## config.mk

```make
export PLATFORM = sky130hd
export DESIGN_NAME = mixed_fraction_arithmetic_unit_flat
export DESIGN_NICKNAME = d
export VERILOG_FILES = /design/src/sv/mfa_pkg.sv /design/src/sv/mfa_if.sv /design/src/sv/mfa_div.sv /design/src/sv/mfa_gcd.sv /design/src/sv/mixed_fraction_arithmetic_unit.sv /design/src/flat_wrapper.sv
export SDC_FILE = /design/constraint.sdc
export NUM_CORES = 2
export LEC_CHECK = 0
export BUFFER_PORTS_ARGS = -buffer_cell sky130_fd_sc_hd__buf_2
export CORE_MARGIN = 1.5
export CORE_UTILIZATION = 54
export CTS_BUF_LIST = sky130_fd_sc_hd__clkbuf_2
export CTS_CLUSTER_DIAMETER = 120
export DETAILED_ROUTE_END_ITERATION = 16
export GPL_TIMING_DRIVEN = 0
export PLACE_DENSITY_LB_ADDON = 0.12
export REMOVE_ABC_BUFFERS = 1
export SYNTH_ARGS = -nofsm -noshare
export SYNTH_HDL_FRONTEND = slang
export SYNTH_HIERARCHICAL = 1
export SYNTH_SLANG_ARGS = --single-unit
```

## constraint.sdc

```tcl
create_clock -name clk -period 13.9 [get_ports clk]
set_input_delay 2.085 -clock clk [delete_from_list [all_inputs] [get_ports clk]]
set_output_delay 2.085 -clock clk [all_outputs]
set_load 0.005 [all_outputs]
```

## src/sv/mfa_pkg.sv

```systemverilog
`timescale 1ns / 1ps
// mfa_pkg: widths, codes and limits shared by the mixed fraction unit
// no dependencies; used by the interfaces and every module

package mfa_pkg;

    // operand field width
    localparam int OP_BITS = 8;

    // improper operand width (whole * den + num), signed
    localparam int PW      = 2 * OP_BITS + 2;
    // product width, signed
    localparam int NW      = 2 * PW;
    // magnitude width of numerator and denominator
    localparam int MAG_W   = NW - 1;
    // divider step counter
    localparam int CNT_W   = $clog2(MAG_W + 1);
    // gcd common power-of-two counter
    localparam int SH_W    = $clog2(MAG_W + 1);

    // result field widths
    localparam int WHOLE_W = 26;
    localparam int NUM_W   = 17;
    localparam int DEN_W   = 16;

    localparam logic [MAG_W-1:0] DEN_MAX       = MAG_W'((2 ** DEN_W) - 1);
    localparam logic [MAG_W-1:0] WHOLE_POS_MAX = MAG_W'((2 ** (WHOLE_W - 1)) - 1);
    localparam logic [MAG_W-1:0] WHOLE_NEG_MAX = MAG_W'(2 ** (WHOLE_W - 1));

    typedef enum logic [1:0] {
        MODE_ADD = 2'd0,
        MODE_SUB = 2'd1,
        MODE_MUL = 2'd2,
        MODE_DIV = 2'd3
    } mode_t;

    typedef enum logic [1:0] {
        ST_OK       = 2'd0,
        ST_ZERO_DEN = 2'd1,
        ST_DIV_ZERO = 2'd2,
        ST_RANGE    = 2'd3
    } status_t;

endpackage

```

## src/sv/mfa_if.sv

```systemverilog
`timescale 1ns / 1ps
// mfa_in_if / mfa_out_if: valid-ready channels of the mixed fraction unit
// depends on mfa_pkg for field widths

interface mfa_in_if;
    logic                                valid;
    logic                                ready;
    logic [1:0]                          mode;
    logic signed [mfa_pkg::OP_BITS-1:0]  a_whole;
    logic [mfa_pkg::OP_BITS-1:0]         a_num;
    logic [mfa_pkg::OP_BITS-1:0]         a_den;
    logic signed [mfa_pkg::OP_BITS-1:0]  b_whole;
    logic [mfa_pkg::OP_BITS-1:0]         b_num;
    logic [mfa_pkg::OP_BITS-1:0]         b_den;

    modport source (output valid, mode, a_whole, a_num, a_den, b_whole, b_num, b_den,
                    input ready);
    modport sink   (input valid, mode, a_whole, a_num, a_den, b_whole, b_num, b_den,
                    output ready);
endinterface

interface mfa_out_if;
    logic                                valid;
    logic                                ready;
    logic signed [mfa_pkg::WHOLE_W-1:0]  res_whole;
    logic signed [mfa_pkg::NUM_W-1:0]    res_num;
    logic [mfa_pkg::DEN_W-1:0]           res_den;
    logic [1:0]                          status;

    modport source (output valid, res_whole, res_num, res_den, status, input ready);
    modport sink   (input valid, res_whole, res_num, res_den, status, output ready);
endinterface

```

## src/sv/mfa_div.sv

```systemverilog
`timescale 1ns / 1ps
// mfa_div: restoring shift-subtract divider, one quotient bit per cycle
// depends on mfa_pkg

module mfa_div (
    input  logic                        clk,
    input  logic                        rst_n,
    input  logic                        start,
    input  logic [mfa_pkg::MAG_W-1:0]   dividend,
    input  logic [mfa_pkg::MAG_W-1:0]   divisor,
    output logic                        done,
    output logic [mfa_pkg::MAG_W-1:0]   quot,
    output logic [mfa_pkg::MAG_W-1:0]   rem
);

    logic                        busy_reg, busy_next;
    logic                        done_reg, done_next;
    logic [mfa_pkg::CNT_W-1:0]   cnt_reg, cnt_next;
    logic [mfa_pkg::MAG_W-1:0]   quo_reg, quo_next;
    logic [mfa_pkg::MAG_W:0]     rem_reg, rem_next;
    logic [mfa_pkg::MAG_W-1:0]   dvs_reg, dvs_next;
    logic [mfa_pkg::MAG_W:0]     shifted;
    logic                        fits;

    assign shifted = {rem_reg[mfa_pkg::MAG_W-1:0], quo_reg[mfa_pkg::MAG_W-1]};
    assign fits    = shifted >= {1'b0, dvs_reg};

    always_comb
    begin
        busy_next = busy_reg;
        done_next = 1'b0;
        cnt_next  = cnt_reg;
        quo_next  = quo_reg;
        rem_next  = rem_reg;
        dvs_next  = dvs_reg;
        if (start)
        begin
            busy_next = 1'b1;
            cnt_next  = mfa_pkg::CNT_W'(mfa_pkg::MAG_W);
            quo_next  = dividend;
            rem_next  = '0;
            dvs_next  = divisor;
        end
        else if (busy_reg)
        begin
            quo_next = {quo_reg[mfa_pkg::MAG_W-2:0], fits};
            rem_next = fits ? (shifted - {1'b0, dvs_reg}) : shifted;
            cnt_next = cnt_reg - 1'b1;
            if (cnt_reg == mfa_pkg::CNT_W'(1))
            begin
                busy_next = 1'b0;
                done_next = 1'b1;
            end
        end
    end

    always_ff @(posedge clk or negedge rst_n)
    begin
        if (!rst_n)
        begin
            busy_reg <= 1'b0;
            done_reg <= 1'b0;
            cnt_reg  <= '0;
        end
        else
        begin
            busy_reg <= busy_next;
            done_reg <= done_next;
            cnt_reg  <= cnt_next;
        end
    end

    always_ff @(posedge clk)
    begin
        quo_reg <= quo_next;
        rem_reg <= rem_next;
        dvs_reg <= dvs_next;
    end

    assign done = done_reg;
    assign quot = quo_reg;
    assign rem  = rem_reg[mfa_pkg::MAG_W-1:0];

endmodule

```

## src/sv/mfa_gcd.sv

```systemverilog
`timescale 1ns / 1ps
// mfa_gcd: binary gcd of two nonzero magnitudes, one shift or subtract per cycle
// depends on mfa_pkg

module mfa_gcd (
    input  logic                        clk,
    input  logic                        rst_n,
    input  logic                        start,
    input  logic [mfa_pkg::MAG_W-1:0]   x_in,
    input  logic [mfa_pkg::MAG_W-1:0]   y_in,
    output logic                        done,
    output logic [mfa_pkg::MAG_W-1:0]   g
);

    logic                        busy_reg, busy_next;
    logic [mfa_pkg::MAG_W-1:0]   x_reg, x_next;
    logic [mfa_pkg::MAG_W-1:0]   y_reg, y_next;
    logic [mfa_pkg::SH_W-1:0]    k_reg, k_next;
    logic                        same;

    assign same = x_reg == y_reg;
    assign done = busy_reg && same;
    assign g    = x_reg << k_reg;

    always_comb
    begin
        busy_next = busy_reg;
        x_next    = x_reg;
        y_next    = y_reg;
        k_next    = k_reg;
        if (start)
        begin
            busy_next = 1'b1;
            x_next    = x_in;
            y_next    = y_in;
            k_next    = '0;
        end
        else if (busy_reg)
        begin
            priority if (same)
                busy_next = 1'b0;
            else if (!x_reg[0] && !y_reg[0])
            begin
                x_next = x_reg >> 1;
                y_next = y_reg >> 1;
                k_next = k_reg + 1'b1;
            end
            else if (!x_reg[0])
                x_next = x_reg >> 1;
            else if (!y_reg[0])
                y_next = y_reg >> 1;
            else if (x_reg > y_reg)
                x_next = x_reg - y_reg;
            else
                y_next = y_reg - x_reg;
        end
    end

    always_ff @(posedge clk or negedge rst_n)
    begin
        if (!rst_n)
            busy_reg <= 1'b0;
        else
            busy_reg <= busy_next;
    end

    always_ff @(posedge clk)
    begin
        x_reg <= x_next;
        y_reg <= y_next;
        k_reg <= k_next;
    end

endmodule

```

## src/sv/mixed_fraction_arithmetic_unit.sv

```systemverilog
`timescale 1ns / 1ps
// mixed_fraction_arithmetic_unit: add, subtract, multiply or divide two mixed
// fractions, reduce by gcd and split into whole part and remainder
// depends on mfa_pkg, mfa_if, mfa_div, mfa_gcd
//
//  channel  dir  payload                                        handshake
//  req      in   mode, a_whole/num/den, b_whole/num/den         valid/ready
//  rsp      out  res_whole, res_num, res_den, status            valid/ready
//
// one transaction at a time: req.ready is high only while the sequencer idles
// each transaction runs five products through one shared 18x18
// multiplier, the binary gcd, then three passes of the shared divider
// zero operand denominator or divide by zero skip the gcd and the divider
// reset clears the sequencer and the output valid; no clearing pass
// a finished result waits in its own register, so a stalled rsp only holds
// the sequencer when a second result is ready before the first was taken

module mixed_fraction_arithmetic_unit (
    input  logic       clk,
    input  logic       rst_n,
    mfa_in_if.sink     req,
    mfa_out_if.source  rsp
);

    localparam int OPB = mfa_pkg::OP_BITS;
    localparam int PW  = mfa_pkg::PW;
    localparam int NW  = mfa_pkg::NW;
    localparam int MW  = mfa_pkg::MAG_W;

    typedef enum logic [7:0] {
        S_IDLE = 8'b00000001,
        S_MUL  = 8'b00000010,
        S_MAG  = 8'b00000100,
        S_GCD  = 8'b00001000,
        S_DIVN = 8'b00010000,
        S_DIVD = 8'b00100000,
        S_DIVQ = 8'b01000000,
        S_FIN  = 8'b10000000
    } state_t;

    state_t                   state_reg, state_next;
    logic [2:0]               step_reg, step_next;

    // captured operands
    logic [1:0]               mode_reg;
    logic signed [OPB-1:0]    aw_reg, bw_reg;
    logic [OPB-1:0]           an_reg, ad_reg, bn_reg, bd_reg;

    // improper fractions and products
    logic signed [PW-1:0]     a_reg, a_next, b_reg, b_next;
    logic signed [NW-1:0]     n_reg, n_next, d_reg, d_next;
    logic signed [NW-1:0]     prod_reg;
    logic signed [PW-1:0]     mul_x, mul_y;
    logic signed [NW-1:0]     mul_p;
    logic signed [PW-1:0]     aw_e, ad_e, an_e, bw_e, bd_e, bn_e;

    // magnitudes after the sign is taken off
    logic                     neg_reg, neg_next;
    logic [MW-1:0]            un_reg, un_next, ud_reg, ud_next, g_reg, g_next;
    logic signed [NW-1:0]     n_abs, d_abs;

    // finished result waiting for the output register
    logic signed [mfa_pkg::WHOLE_W-1:0] fw_reg, fw_next;
    logic signed [mfa_pkg::NUM_W-1:0]   fn_reg, fn_next;
    logic [mfa_pkg::DEN_W-1:0]          fd_reg, fd_next;
    mfa_pkg::status_t                   fs_reg, fs_next;

    // output register
    logic                               ov_reg, ov_next;
    logic signed [mfa_pkg::WHOLE_W-1:0] ow_reg;
    logic signed [mfa_pkg::NUM_W-1:0]   on_reg;
    logic [mfa_pkg::DEN_W-1:0]          od_reg;
    mfa_pkg::status_t                   os_reg;
    logic                               out_load;

    // divider and gcd units
    logic                     div_start, div_done, gcd_start, gcd_done;
    logic [MW-1:0]            div_dvd, div_dvs, div_q, div_r, gcd_g;

    logic                     accept;
    logic [mfa_pkg::DEN_W-1:0] r16;

    assign accept    = req.valid && req.ready;
    assign req.ready = state_reg == S_IDLE;

    assign aw_e = PW'(aw_reg);
    assign bw_e = PW'(bw_reg);
    assign an_e = {{(PW - OPB){1'b0}}, an_reg};
    assign ad_e = {{(PW - OPB){1'b0}}, ad_reg};
    assign bn_e = {{(PW - OPB){1'b0}}, bn_reg};
    assign bd_e = {{(PW - OPB){1'b0}}, bd_reg};

    assign n_abs = n_reg[NW-1] ? -n_reg : n_reg;
    assign d_abs = d_reg[NW-1] ? -d_reg : d_reg;
    assign r16   = div_r[mfa_pkg::DEN_W-1:0];

    // shared multiplier operand select, product registered every cycle
    always_comb
    begin
        mul_x = '0;
        mul_y = '0;
        unique case (step_reg)
            3'd0:
            begin
                mul_x = aw_e;
                mul_y = ad_e;
            end
            3'd1:
            begin
                mul_x = bw_e;
                mul_y = bd_e;
            end
            3'd2:
            begin
                mul_x = ad_e;
                mul_y = bd_e;
            end
            3'd3:
            begin
                mul_x = a_reg;
                mul_y = bd_e;
            end
            3'd4:
            begin
                unique case (mfa_pkg::mode_t'(mode_reg))
                    mfa_pkg::MODE_ADD,
                    mfa_pkg::MODE_SUB:
                    begin
                        mul_x = b_reg;
                        mul_y = ad_e;
                    end
                    mfa_pkg::MODE_MUL:
                    begin
                        mul_x = a_reg;
                        mul_y = b_reg;
                    end
                    default:
                    begin
                        mul_x = ad_e;
                        mul_y = b_reg;
                    end
                endcase
            end
            default:
            begin
                mul_x = '0;
                mul_y = '0;
            end
        endcase
    end

    assign mul_p = mul_x * mul_y;

    // divider operand select by phase
    always_comb
    begin
        div_dvd = un_reg;
        div_dvs = ud_reg;
        priority case (1'b1)
            state_reg == S_GCD:
            begin
                div_dvd = un_reg;
                div_dvs = gcd_g;
            end
            state_reg == S_DIVN:
            begin
                div_dvd = ud_reg;
                div_dvs = g_reg;
            end
            default:
            begin
                div_dvd = un_reg;
                div_dvs = div_q;
            end
        endcase
    end

    // sequencer
    always_comb
    begin
        state_next = state_reg;
        step_next  = step_reg;
        a_next     = a_reg;
        b_next     = b_reg;
        n_next     = n_reg;
        d_next     = d_reg;
        neg_next   = neg_reg;
        un_next    = un_reg;
        ud_next    = ud_reg;
        g_next     = g_reg;
        fw_next    = fw_reg;
        fn_next    = fn_reg;
        fd_next    = fd_reg;
        fs_next    = fs_reg;
        div_start  = 1'b0;
        gcd_start  = 1'b0;
        out_load   = 1'b0;

        unique case (state_reg)
            S_IDLE:
            begin
                if (accept)
                begin
                    step_next = '0;
                    fw_next   = '0;
                    fn_next   = '0;
                    fd_next   = mfa_pkg::DEN_W'(1);
                    fs_next   = mfa_pkg::ST_OK;
                    // zero operand denominator wins over every other case
                    if (req.a_den == '0 || req.b_den == '0)
                    begin
                        fs_next    = mfa_pkg::ST_ZERO_DEN;
                        state_next = S_FIN;
                    end
                    else
                        state_next = S_MUL;
                end
            end
            S_MUL:
            begin
                step_next = step_reg + 1'b1;
                unique case (step_reg)
                    3'd1: a_next = prod_reg[PW-1:0] + an_e;
                    3'd2: b_next = prod_reg[PW-1:0] + bn_e;
                    3'd3: d_next = prod_reg;
                    3'd4: n_next = prod_reg;
                    3'd5:
                    begin
                        state_next = S_MAG;
                        unique case (mfa_pkg::mode_t'(mode_reg))
                            mfa_pkg::MODE_ADD: n_next = n_reg + prod_reg;
                            mfa_pkg::MODE_SUB: n_next = n_reg - prod_reg;
                            mfa_pkg::MODE_MUL: n_next = prod_reg;
                            default:
                            begin
                                d_next = prod_reg;
                                if (b_reg == '0)
                                begin
                                    fs_next    = mfa_pkg::ST_DIV_ZERO;
                                    state_next = S_FIN;
                                end
                            end
                        endcase
                    end
                    default: ;
                endcase
            end
            S_MAG:
            begin
                neg_next = n_reg[NW-1] != d_reg[NW-1];
                un_next  = n_abs[MW-1:0];
                ud_next  = d_abs[MW-1:0];
                if (n_abs[MW-1:0] == '0)
                    state_next = S_FIN;
                else
                begin
                    gcd_start  = 1'b1;
                    state_next = S_GCD;
                end
            end
            S_GCD:
            begin
                if (gcd_done)
                begin
                    g_next     = gcd_g;
                    div_start  = 1'b1;
                    state_next = S_DIVN;
                end
            end
            S_DIVN:
            begin
                if (div_done)
                begin
                    un_next    = div_q;
                    div_start  = 1'b1;
                    state_next = S_DIVD;
                end
            end
            S_DIVD:
            begin
                if (div_done)
                begin
                    ud_next = div_q;
                    if (div_q > mfa_pkg::DEN_MAX)
                    begin
                        fs_next    = mfa_pkg::ST_RANGE;
                        state_next = S_FIN;
                    end
                    else
                    begin
                        div_start  = 1'b1;
                        state_next = S_DIVQ;
                    end
                end
            end
            S_DIVQ:
            begin
                if (div_done)
                begin
                    state_next = S_FIN;
                    if (div_q > (neg_reg ? mfa_pkg::WHOLE_NEG_MAX : mfa_pkg::WHOLE_POS_MAX))
                        fs_next = mfa_pkg::ST_RANGE;
                    else
                    begin
                        fw_next = neg_reg ? -div_q[mfa_pkg::WHOLE_W-1:0]
                                          : div_q[mfa_pkg::WHOLE_W-1:0];
                        fn_next = neg_reg ? -{1'b0, r16} : {1'b0, r16};
                        fd_next = (div_r == '0) ? mfa_pkg::DEN_W'(1)
                                                : ud_reg[mfa_pkg::DEN_W-1:0];
                    end
                end
            end
            S_FIN:
            begin
                if (!ov_reg || rsp.ready)
                begin
                    out_load   = 1'b1;
                    state_next = S_IDLE;
                end
            end
            default: state_next = S_IDLE;
        endcase
    end

    always_comb
    begin
        ov_next = ov_reg;
        if (rsp.ready)
            ov_next = 1'b0;
        if (out_load)
            ov_next = 1'b1;
    end

    always_ff @(posedge clk or negedge rst_n)
    begin
        if (!rst_n)
        begin
            state_reg <= S_IDLE;
            step_reg  <= '0;
            ov_reg    <= 1'b0;
        end
        else
        begin
            state_reg <= state_next;
            step_reg  <= step_next;
            ov_reg    <= ov_next;
        end
    end

    always_ff @(posedge clk)
    begin
        if (accept)
        begin
            mode_reg <= req.mode;
            aw_reg   <= req.a_whole;
            an_reg   <= req.a_num;
            ad_reg   <= req.a_den;
            bw_reg   <= req.b_whole;
            bn_reg   <= req.b_num;
            bd_reg   <= req.b_den;
        end
        prod_reg <= mul_p;
        a_reg    <= a_next;
        b_reg    <= b_next;
        n_reg    <= n_next;
        d_reg    <= d_next;
        neg_reg  <= neg_next;
        un_reg   <= un_next;
        ud_reg   <= ud_next;
        g_reg    <= g_next;
        fw_reg   <= fw_next;
        fn_reg   <= fn_next;
        fd_reg   <= fd_next;
        fs_reg   <= fs_next;
        if (out_load)
        begin
            ow_reg <= fw_reg;
            on_reg <= fn_reg;
            od_reg <= fd_reg;
            os_reg <= fs_reg;
        end
    end

    assign rsp.valid     = ov_reg;
    assign rsp.res_whole = ow_reg;
    assign rsp.res_num   = on_reg;
    assign rsp.res_den   = od_reg;
    assign rsp.status    = os_reg;

    mfa_div u_div (
        .clk      (clk),
        .rst_n    (rst_n),
        .start    (div_start),
        .dividend (div_dvd),
        .divisor  (div_dvs),
        .done     (div_done),
        .quot     (div_q),
        .rem      (div_r)
    );

    mfa_gcd u_gcd (
        .clk   (clk),
        .rst_n (rst_n),
        .start (gcd_start),
        .x_in  (n_abs[MW-1:0]),
        .y_in  (d_abs[MW-1:0]),
        .done  (gcd_done),
        .g     (gcd_g)
    );

    // any error result is zero over one
    a_err_zero: assert property (@(posedge clk) disable iff (!rst_n)
        rsp.valid && rsp.status != mfa_pkg::ST_OK |->
            rsp.res_whole == '0 && rsp.res_num == '0 && rsp.res_den == mfa_pkg::DEN_W'(1))
        else $error("error result not cleared");

    // no remainder means denominator one
    a_den_one: assert property (@(posedge clk) disable iff (!rst_n)
        rsp.valid && rsp.res_num == '0 |-> rsp.res_den == mfa_pkg::DEN_W'(1))
        else $error("denominator not one on zero remainder");

    // a new result only leaves the sequencer as it goes idle
    a_load_idle: assert property (@(posedge clk) disable iff (!rst_n)
        out_load |=> state_reg == S_IDLE && ov_reg)
        else $error("result load without return to idle");

    // the gcd never finishes while the sequencer is elsewhere
    a_gcd_phase: assert property (@(posedge clk) disable iff (!rst_n)
        gcd_done |-> state_reg == S_GCD)
        else $error("gcd completion outside gcd phase");

endmodule
```

## src/flat_wrapper.sv

```systemverilog
// flat-port wrapper written by rule: the top's interface ports become plain ports
module mixed_fraction_arithmetic_unit_flat 
  (clk, rst_n, req_valid, req_mode, req_a_whole, req_a_num, req_a_den, req_b_whole, req_b_num, req_b_den, req_ready, rsp_valid, rsp_res_whole, rsp_res_num, rsp_res_den, rsp_status, rsp_ready);
  mfa_in_if req_i ();
  mfa_out_if rsp_i ();
  input  logic clk;
  input  logic rst_n;
  input wire logic [$bits(req_i.valid)-1:0] req_valid;
  input wire logic [$bits(req_i.mode)-1:0] req_mode;
  input wire logic [$bits(req_i.a_whole)-1:0] req_a_whole;
  input wire logic [$bits(req_i.a_num)-1:0] req_a_num;
  input wire logic [$bits(req_i.a_den)-1:0] req_a_den;
  input wire logic [$bits(req_i.b_whole)-1:0] req_b_whole;
  input wire logic [$bits(req_i.b_num)-1:0] req_b_num;
  input wire logic [$bits(req_i.b_den)-1:0] req_b_den;
  output wire logic [$bits(req_i.ready)-1:0] req_ready;
  output wire logic [$bits(rsp_i.valid)-1:0] rsp_valid;
  output wire logic [$bits(rsp_i.res_whole)-1:0] rsp_res_whole;
  output wire logic [$bits(rsp_i.res_num)-1:0] rsp_res_num;
  output wire logic [$bits(rsp_i.res_den)-1:0] rsp_res_den;
  output wire logic [$bits(rsp_i.status)-1:0] rsp_status;
  input wire logic [$bits(rsp_i.ready)-1:0] rsp_ready;
  assign req_i.valid = req_valid;
  assign req_i.mode = req_mode;
  assign req_i.a_whole = req_a_whole;
  assign req_i.a_num = req_a_num;
  assign req_i.a_den = req_a_den;
  assign req_i.b_whole = req_b_whole;
  assign req_i.b_num = req_b_num;
  assign req_i.b_den = req_b_den;
  assign req_ready = req_i.ready;
  assign rsp_valid = rsp_i.valid;
  assign rsp_res_whole = rsp_i.res_whole;
  assign rsp_res_num = rsp_i.res_num;
  assign rsp_res_den = rsp_i.res_den;
  assign rsp_status = rsp_i.status;
  assign rsp_i.ready = rsp_ready;
  mixed_fraction_arithmetic_unit u_core (.clk(clk), .rst_n(rst_n), .req(req_i), .rsp(rsp_i));
endmodule
```

## Word level (Yosys, flattened, before mapping)

Cells that the tools add are included.

| storage, ports and cells | value |
|---|---|
| flip-flop bits (word level) | 624 |
| input bits | 54 |
| output and inout port bits | 63 |
| word-level logic and storage cells | 238 |

| operators by class | value |
|---|---|
| $add $sub $neg | 14 |
| multipliers | 1 |
| $lt $le $gt $ge | 4 |
| equality and inequality tests | 36 |
| shifts and indexed selects | 1 |
| multiplexer cells | 97 |
| bitwise operators | 1 |
| reduce and logical (&&, ||, !) cells | 45 |

Operator list:

| operator | number |
|---|---|
| 2-to-1 mux 35 bit | 24 |
| case mux 36 bit (2 select lines) | 2 |
| case mux 35 bit (2 select lines) | 2 |
| 2-to-1 mux 26 bit | 5 |
| case mux 36 bit (3 select lines) | 1 |
| subtractor 35 bit | 3 |
| 2-to-1 mux 8 bit | 12 |
| case mux 18 bit (5 select lines) | 1 |
| greater-than comparator 35 bit | 2 |
| zero test 35 bit | 2 |
| negator 35 bit | 2 |
| 2-to-1 mux 17 bit | 4 |
| 2-to-1 mux 16 bit | 4 |
| case mux 8 bit (8 select lines) | 1 |
| case mux 18 bit (3 select lines) | 1 |
| case mux 26 bit (2 select lines) | 1 |
| adder 18 x 8 -> 18 bit | 2 |
| adder 36 bit | 1 |
| greater-or-equal comparator 36 x 35 -> 1 bit | 1 |
| multiplier 18 x 18 -> 36 bit | 1 |
| 2-to-1 mux 36 bit | 1 |
| case mux 18 bit (2 select lines) | 1 |
| subtractor 36 bit | 1 |
| == test 35 bit | 1 |
| other kinds (54) | 123 |

## Logic depth before layout (Yosys ltp)

| logic depth | value |
|---|---|
| depth in word-level cells | 8 |
| gate-level depth with buffers | 33 |

## Hierarchy

Netlist, hierarchy kept.

Modules (own cells, without submodules):

| module | times used | cells each | area each (um2) | seq. area each (um2) |
|---|---|---|---|---|
| mixed_fraction_arithmetic_unit | 1 | 3,557 | 35,345.1 | 12,613.3 |
| mfa_gcd | 1 | 1,260 | 9,823.2 | 2,247.2 |
| mfa_div | 1 | 655 | 6,643.9 | 3,002.9 |

## Least setup slack after synthesis

Ideal clock, no wire load.

| timing path | value |
|---|---|
| path type | register to register |
| from | register u_core.step_reg[2] |
| to | register u_core.prod_reg[32] |
| setup time | 0.125 ns |
| arrival time | 7.853 ns |
| path slack | 5.923 ns |
| cell stages (with the launch flop) | 30 |
| path through | dfrtp_1 > clkbuf_1 > clkbuf_1 > inv_1 > ha_1 > clkbuf_1 > o21bai_1 > a21oi_1 > clkbuf_1 > nor2_1 > fa_1 > inv_1 > fa_1 > fa_1 > inv_1 > fa_1 > fa_1 > inv_1 > fa_1 > inv_1 > ha_1 > nand3_1 > nand3b_1 > a211o_1 > a22o_1 > a311oi_1 > a211oi_1 > a2111o_1 > a21oi_1 > xnor2_1 |

| on the way | value |
|---|---|
| cells in the longest elaborated chain, start to end | 4 |
| elaborated cells between the ends (all ways) | 9 |

RTL lines:

| what | line | RTL |
|---|---|---|
| start: declaration | mixed_fraction_arithmetic_unit.sv:42 | `logic [2:0] step_reg, step_next;` |
| start signal: assignment | mixed_fraction_arithmetic_unit.sv:345 | `step_reg <= step_next;` |
| == test 3 x 1 -> 1 bit / == test 3 x 2 -> 1 bit (equally long branches) | mixed_fraction_arithmetic_unit.sv:102 | `unique case (step_reg)` |
| OR reduction 3 bit (no source line) | n/a |  |
| case mux 18 bit (3 select lines) | mixed_fraction_arithmetic_unit.sv:102 |  |
| multiplier 18 x 18 -> 36 bit (*) | mixed_fraction_arithmetic_unit.sv:152 | `assign mul_p = mul_x * mul_y;` |
| net u_core.mul_p[32] | mixed_fraction_arithmetic_unit.sv:54 | `logic signed [NW-1:0] mul_p;` |
| end signal: assignment | mixed_fraction_arithmetic_unit.sv:362 | `prod_reg <= mul_p;` |
| end: declaration | mixed_fraction_arithmetic_unit.sv:52 | `logic signed [NW-1:0] prod_reg;` |

The timed path passes the listed nets; every way through them passes the cells marked *.
A chain may end at the register's enable or synchronous reset.

## Final worst setup path

| timing path | value |
|---|---|
| from | register u_core.step_reg[1] |
| to | register u_core.prod_reg[33] |

The elaborated chain is that of the path after synthesis.

==> run summary <==
The aggregate negative setup slack is 0 ns. Among all flip-flop cells after synthesis, the most frequent one is sky130_fd_sc_hd__edfxtp_1. The core area is 95010 um^2, and the ratio of final minimum period to clock period is 0.7781. The number of antenna violations at the first check in global routing was 2; the data arrival time at the worst-slack endpoint was 12.04 ns.

The largest fanout on the critical path was 18; the combinational fraction of design power was 0.003. Synthesis handed over a netlist of 5472 instances. Number of synthesized register bits: 624. For this design the top-level I/O count stands at 117. The total overflow left after global routing is 0. The run gives 4 as the maximum level of the CTS H-tree.

Share of flip-flops with an asynchronous set or reset: 0.03365. The analysis attributes to net switching a power of 0.8270 mW. The logs give 41290 for the via count of the first global-routing pass and 0 for the reported max-cap violation count. For the worst setup slack before clock tree synthesis, the log shows 3.538 ns.

Total number of clock tree sinks: 624. The critical path is of the reg -> reg type. For the remaining antenna violation count after routing, the log shows 0. The sort of element at the end of the critical path is a register.

For the maximum buffer depth of the clock tree, the log shows 3. The largest individual stage delay along the critical path comes from the cell sky130_fd_sc_hd__o31ai_1. The die boundary width came out at 312.8 um.

For the internal power of the cells, the log shows 2.598 mW. Clock latency on the worst-skew pair, taken at its later pin, is 1.49 ns. After clock tree synthesis, the clock-pin slew on the worst setup and hold paths is 0.15 ns. The combined buffer and inverter count along the critical path was 6; the relative slew slack was 0.07206. The number of nets in the layout was 6215; the hold violation total from the final report was 0.

The synthesized area per cell is 9.469 um^2. The number of gates resized after CTS was 0. For the share of power burned in the clock network, the log shows 0.413. The signed area change from the synthesized netlist to the final layout is 7.249%, and the number of pins with negative max-slew slack in the final report is 0. The count of buffers added on input and output ports is 116. For this run, the slowest stage of the critical path takes 1.09 ns. Across the VDD grid, the largest voltage drop is 0.00006923 V.

Hold repair after CTS inserted 0 buffers. The final routed wirelength across all metal layers is 161100 um, and the number of warnings printed during yosys synthesis is 6. The tools report the combined global-route utilization of all metal layers as 0.3306. After detailed routing, the number of remaining DRC violations is 0. In this run, synthesis inferred 526 flip-flops with an integrated enable.

For this design the ratio of total power to cell area is 61.63 nW/um^2. The first global-routing pass estimated 245500 um of wire. Worst hold-check path type: reg -> reg.

The setup fix buffers added after clock tree synthesis came out at 0. The wire-length estimate of the detail-placed layout is 125700 um. The run finished with clean final reports.

Setup repair after global routing left no endpoint under its margin. Summing all multi-input logic gate instances after layout gives 30570 um^2. TritonCTS built the clock tree. The die covers 97820 um^2. For the total clock buffers created by CTS, the log shows 165.

The via density per instance was 6.004; the routability congestion estimate from global placement was 0.9868. The logs give 0.3448 for the sequential element share of the synthesized area and 41650 for the number of vias after detailed routing. Largest net degree at the start of global routing: 102. Broken down by cell family, the worst path's largest delay share belongs to adder cells. The smallest clock period supported by the final layout is computed as 10.82 ns. Average wire per cell in the routed design: 23.22 um. Clock root buffer: sky130_fd_sc_hd__clkbuf_2. The fraction of final layout cells sized beyond drive strength 1 was 0.1153; the instance count after placement with tap cells included was 6629. The run gives 0.584 as the sequential cell fraction of total power. Synthesis instantiated 102 different standard cells from the library. The final setup violation count is 0, and the number of design-rule violations left by the first detailed-router iteration is 4134. After filler insertion, the fill cell instance count of the layout stands at 8535.

For this run, the top clock speed supported by timing is 0.09245 GHz. The flip-flop and latch area came out at 17870 um^2. The worst endpoint required time came out at 15.13 ns. The die is 312.8 um tall. The analysis attributes to cell leakage a power of 23.62 nW. The clock arrives with 0.1537 ns of skew.

The measured slew at the worst slew-check pin is 1.391 ns, and the number of placement rows is 113. Excluding fillers, the count of instances in the completed layout stands at 6937. Initial core utilization: 0.5453.

Setup slack on the worst reg-to-reg path comes out at 3.08 ns. For this run, the detailed router's first-pass iteration total came to 6. The switching share of total power was 0.2415; the setup slack of the critical path after layout was 3.084 ns. STA classifies the critical path startpoint as a register.

After synthesis the cells add up to 51810 um^2.
-- layout make-up --
class / instances / share of cell area
multi-input cells: 3928 / 0.5501
flip-flops and latches: 624 / 0.3216
inverters: 641 / 0.04330
well taps: 1265 / 0.02848
repair buffers: 172 / 0.02675
clock buffers: 246 / 0.02216
clock inverters: 54 / 0.007363
diodes: 7 / 0.0003152
-- path summary, 6_finish.rpt --
path	start	to	cells past startpoint
worst max-delay path	u_core/step_reg[1]	u_core/prod_reg[33]	26
worst min-delay path	u_core/fw_reg[14]	u_core/rsp.res_whole[14]	0
worst max register to register	u_core/step_reg[1]	u_core/prod_reg[33]	26
worst min register to register	u_core/fw_reg[14]	u_core/rsp.res_whole[14]	0
max in group asynchronous	rst_n	u_core/u_div/busy_reg	1
min in group asynchronous	rst_n	u_core/step_reg[1]	1
-- placed cells by master (no fill, tap or decap), types with 41 or more instances in the layout --
cell type and count:
sky130_fd_sc_hd__a21o_1 78, sky130_fd_sc_hd__nand4_1 46, sky130_fd_sc_hd__ha_1 293, sky130_fd_sc_hd__buf_2 117, sky130_fd_sc_hd__xnor2_1 208, sky130_fd_sc_hd__dfxtp_1 74, sky130_fd_sc_hd__mux2_2 87, sky130_fd_sc_hd__a21oi_1 336
sky130_fd_sc_hd__fa_1 336, sky130_fd_sc_hd__mux2i_1 56, sky130_fd_sc_hd__nand2_1 617, sky130_fd_sc_hd__nor2_1 547, sky130_fd_sc_hd__o31ai_1 41, sky130_fd_sc_hd__and2_1 43, sky130_fd_sc_hd__nor3_1 69, sky130_fd_sc_hd__a22oi_1 49
sky130_fd_sc_hd__inv_1 634, sky130_fd_sc_hd__clkbuf_2 246, sky130_fd_sc_hd__edfxtp_1 526, sky130_fd_sc_hd__xor2_1 119, sky130_fd_sc_hd__o21ai_0 199, sky130_fd_sc_hd__nor4_1 41, sky130_fd_sc_hd__a211oi_1 67, sky130_fd_sc_hd__nand3_1 65
-- layer usage --
metal,wire [um],vias up,track usage
li1,-,19170,-
met1,62130,20160,0.4075
met2,77400,1884,0.5500
met3,11200,435,0.04870
met4,10330,0,0.2020
met5,0,-,0
-- kinds of logic after synthesis --
kind of cell,count (synthesis),synth area share
adders and majority gates,629,0.2006
buffers and inverters,920,0.06897
muxes,166,0.03972
AOI/OAI and AO/OA,1144,0.1456
xor gates and xnor gates,327,0.05528
DFF,624,0.3448
and+or+nand+nor,1662,0.1451
-- power by group through the flow --
stage	registers [mW]	logic, mW	clock network, mW
finish	2.00	0.0101	1.42
global route	2.00	0.0111	1.55
CTS	2.00	0.0103	1.46
detailed placement	2.04	0.0103	0
global placement	2.04	0.00991	0
floorplan	2.04	0.000313	0
-- stage by stage --
stage | util | area (um^2) | total power, mW | hold WS [ns]
after floorplan | - | 50640 | 2.042 | 0.4003
after global placement | 0.5558 | 52810 | 2.052 | 0.4013
after detailed placement | 0.5671 | 53880 | 2.052 | 0.4052
after CTS | 0.5844 | 55520 | 3.465 | 0.3253
after global routing | 0.5849 | 55570 | 3.559 | 0.3414
final | 0.5849 | 55570 | 3.425 | 0.3611
-- synth_stat cells, types with 87 or more instances --
library cell,instances,area [um^2]
sky130_fd_sc_hd__o21ai_0,204,1021
sky130_fd_sc_hd__xnor2_1,208,1822
sky130_fd_sc_hd__fa_1,336,6726
sky130_fd_sc_hd__xor2_1,119,1042
sky130_fd_sc_hd__ha_1,293,3666
sky130_fd_sc_hd__mux2_2,87,979.7
sky130_fd_sc_hd__nor2_1,549,2061
sky130_fd_sc_hd__edfxtp_1,526,15800
sky130_fd_sc_hd__inv_1,637,2391
sky130_fd_sc_hd__clkbuf_1,221,829.6
sky130_fd_sc_hd__a21oi_1,341,1707
sky130_fd_sc_hd__nand2_1,619,2323
Note: power is estimated with default switching activity, not from simulation.
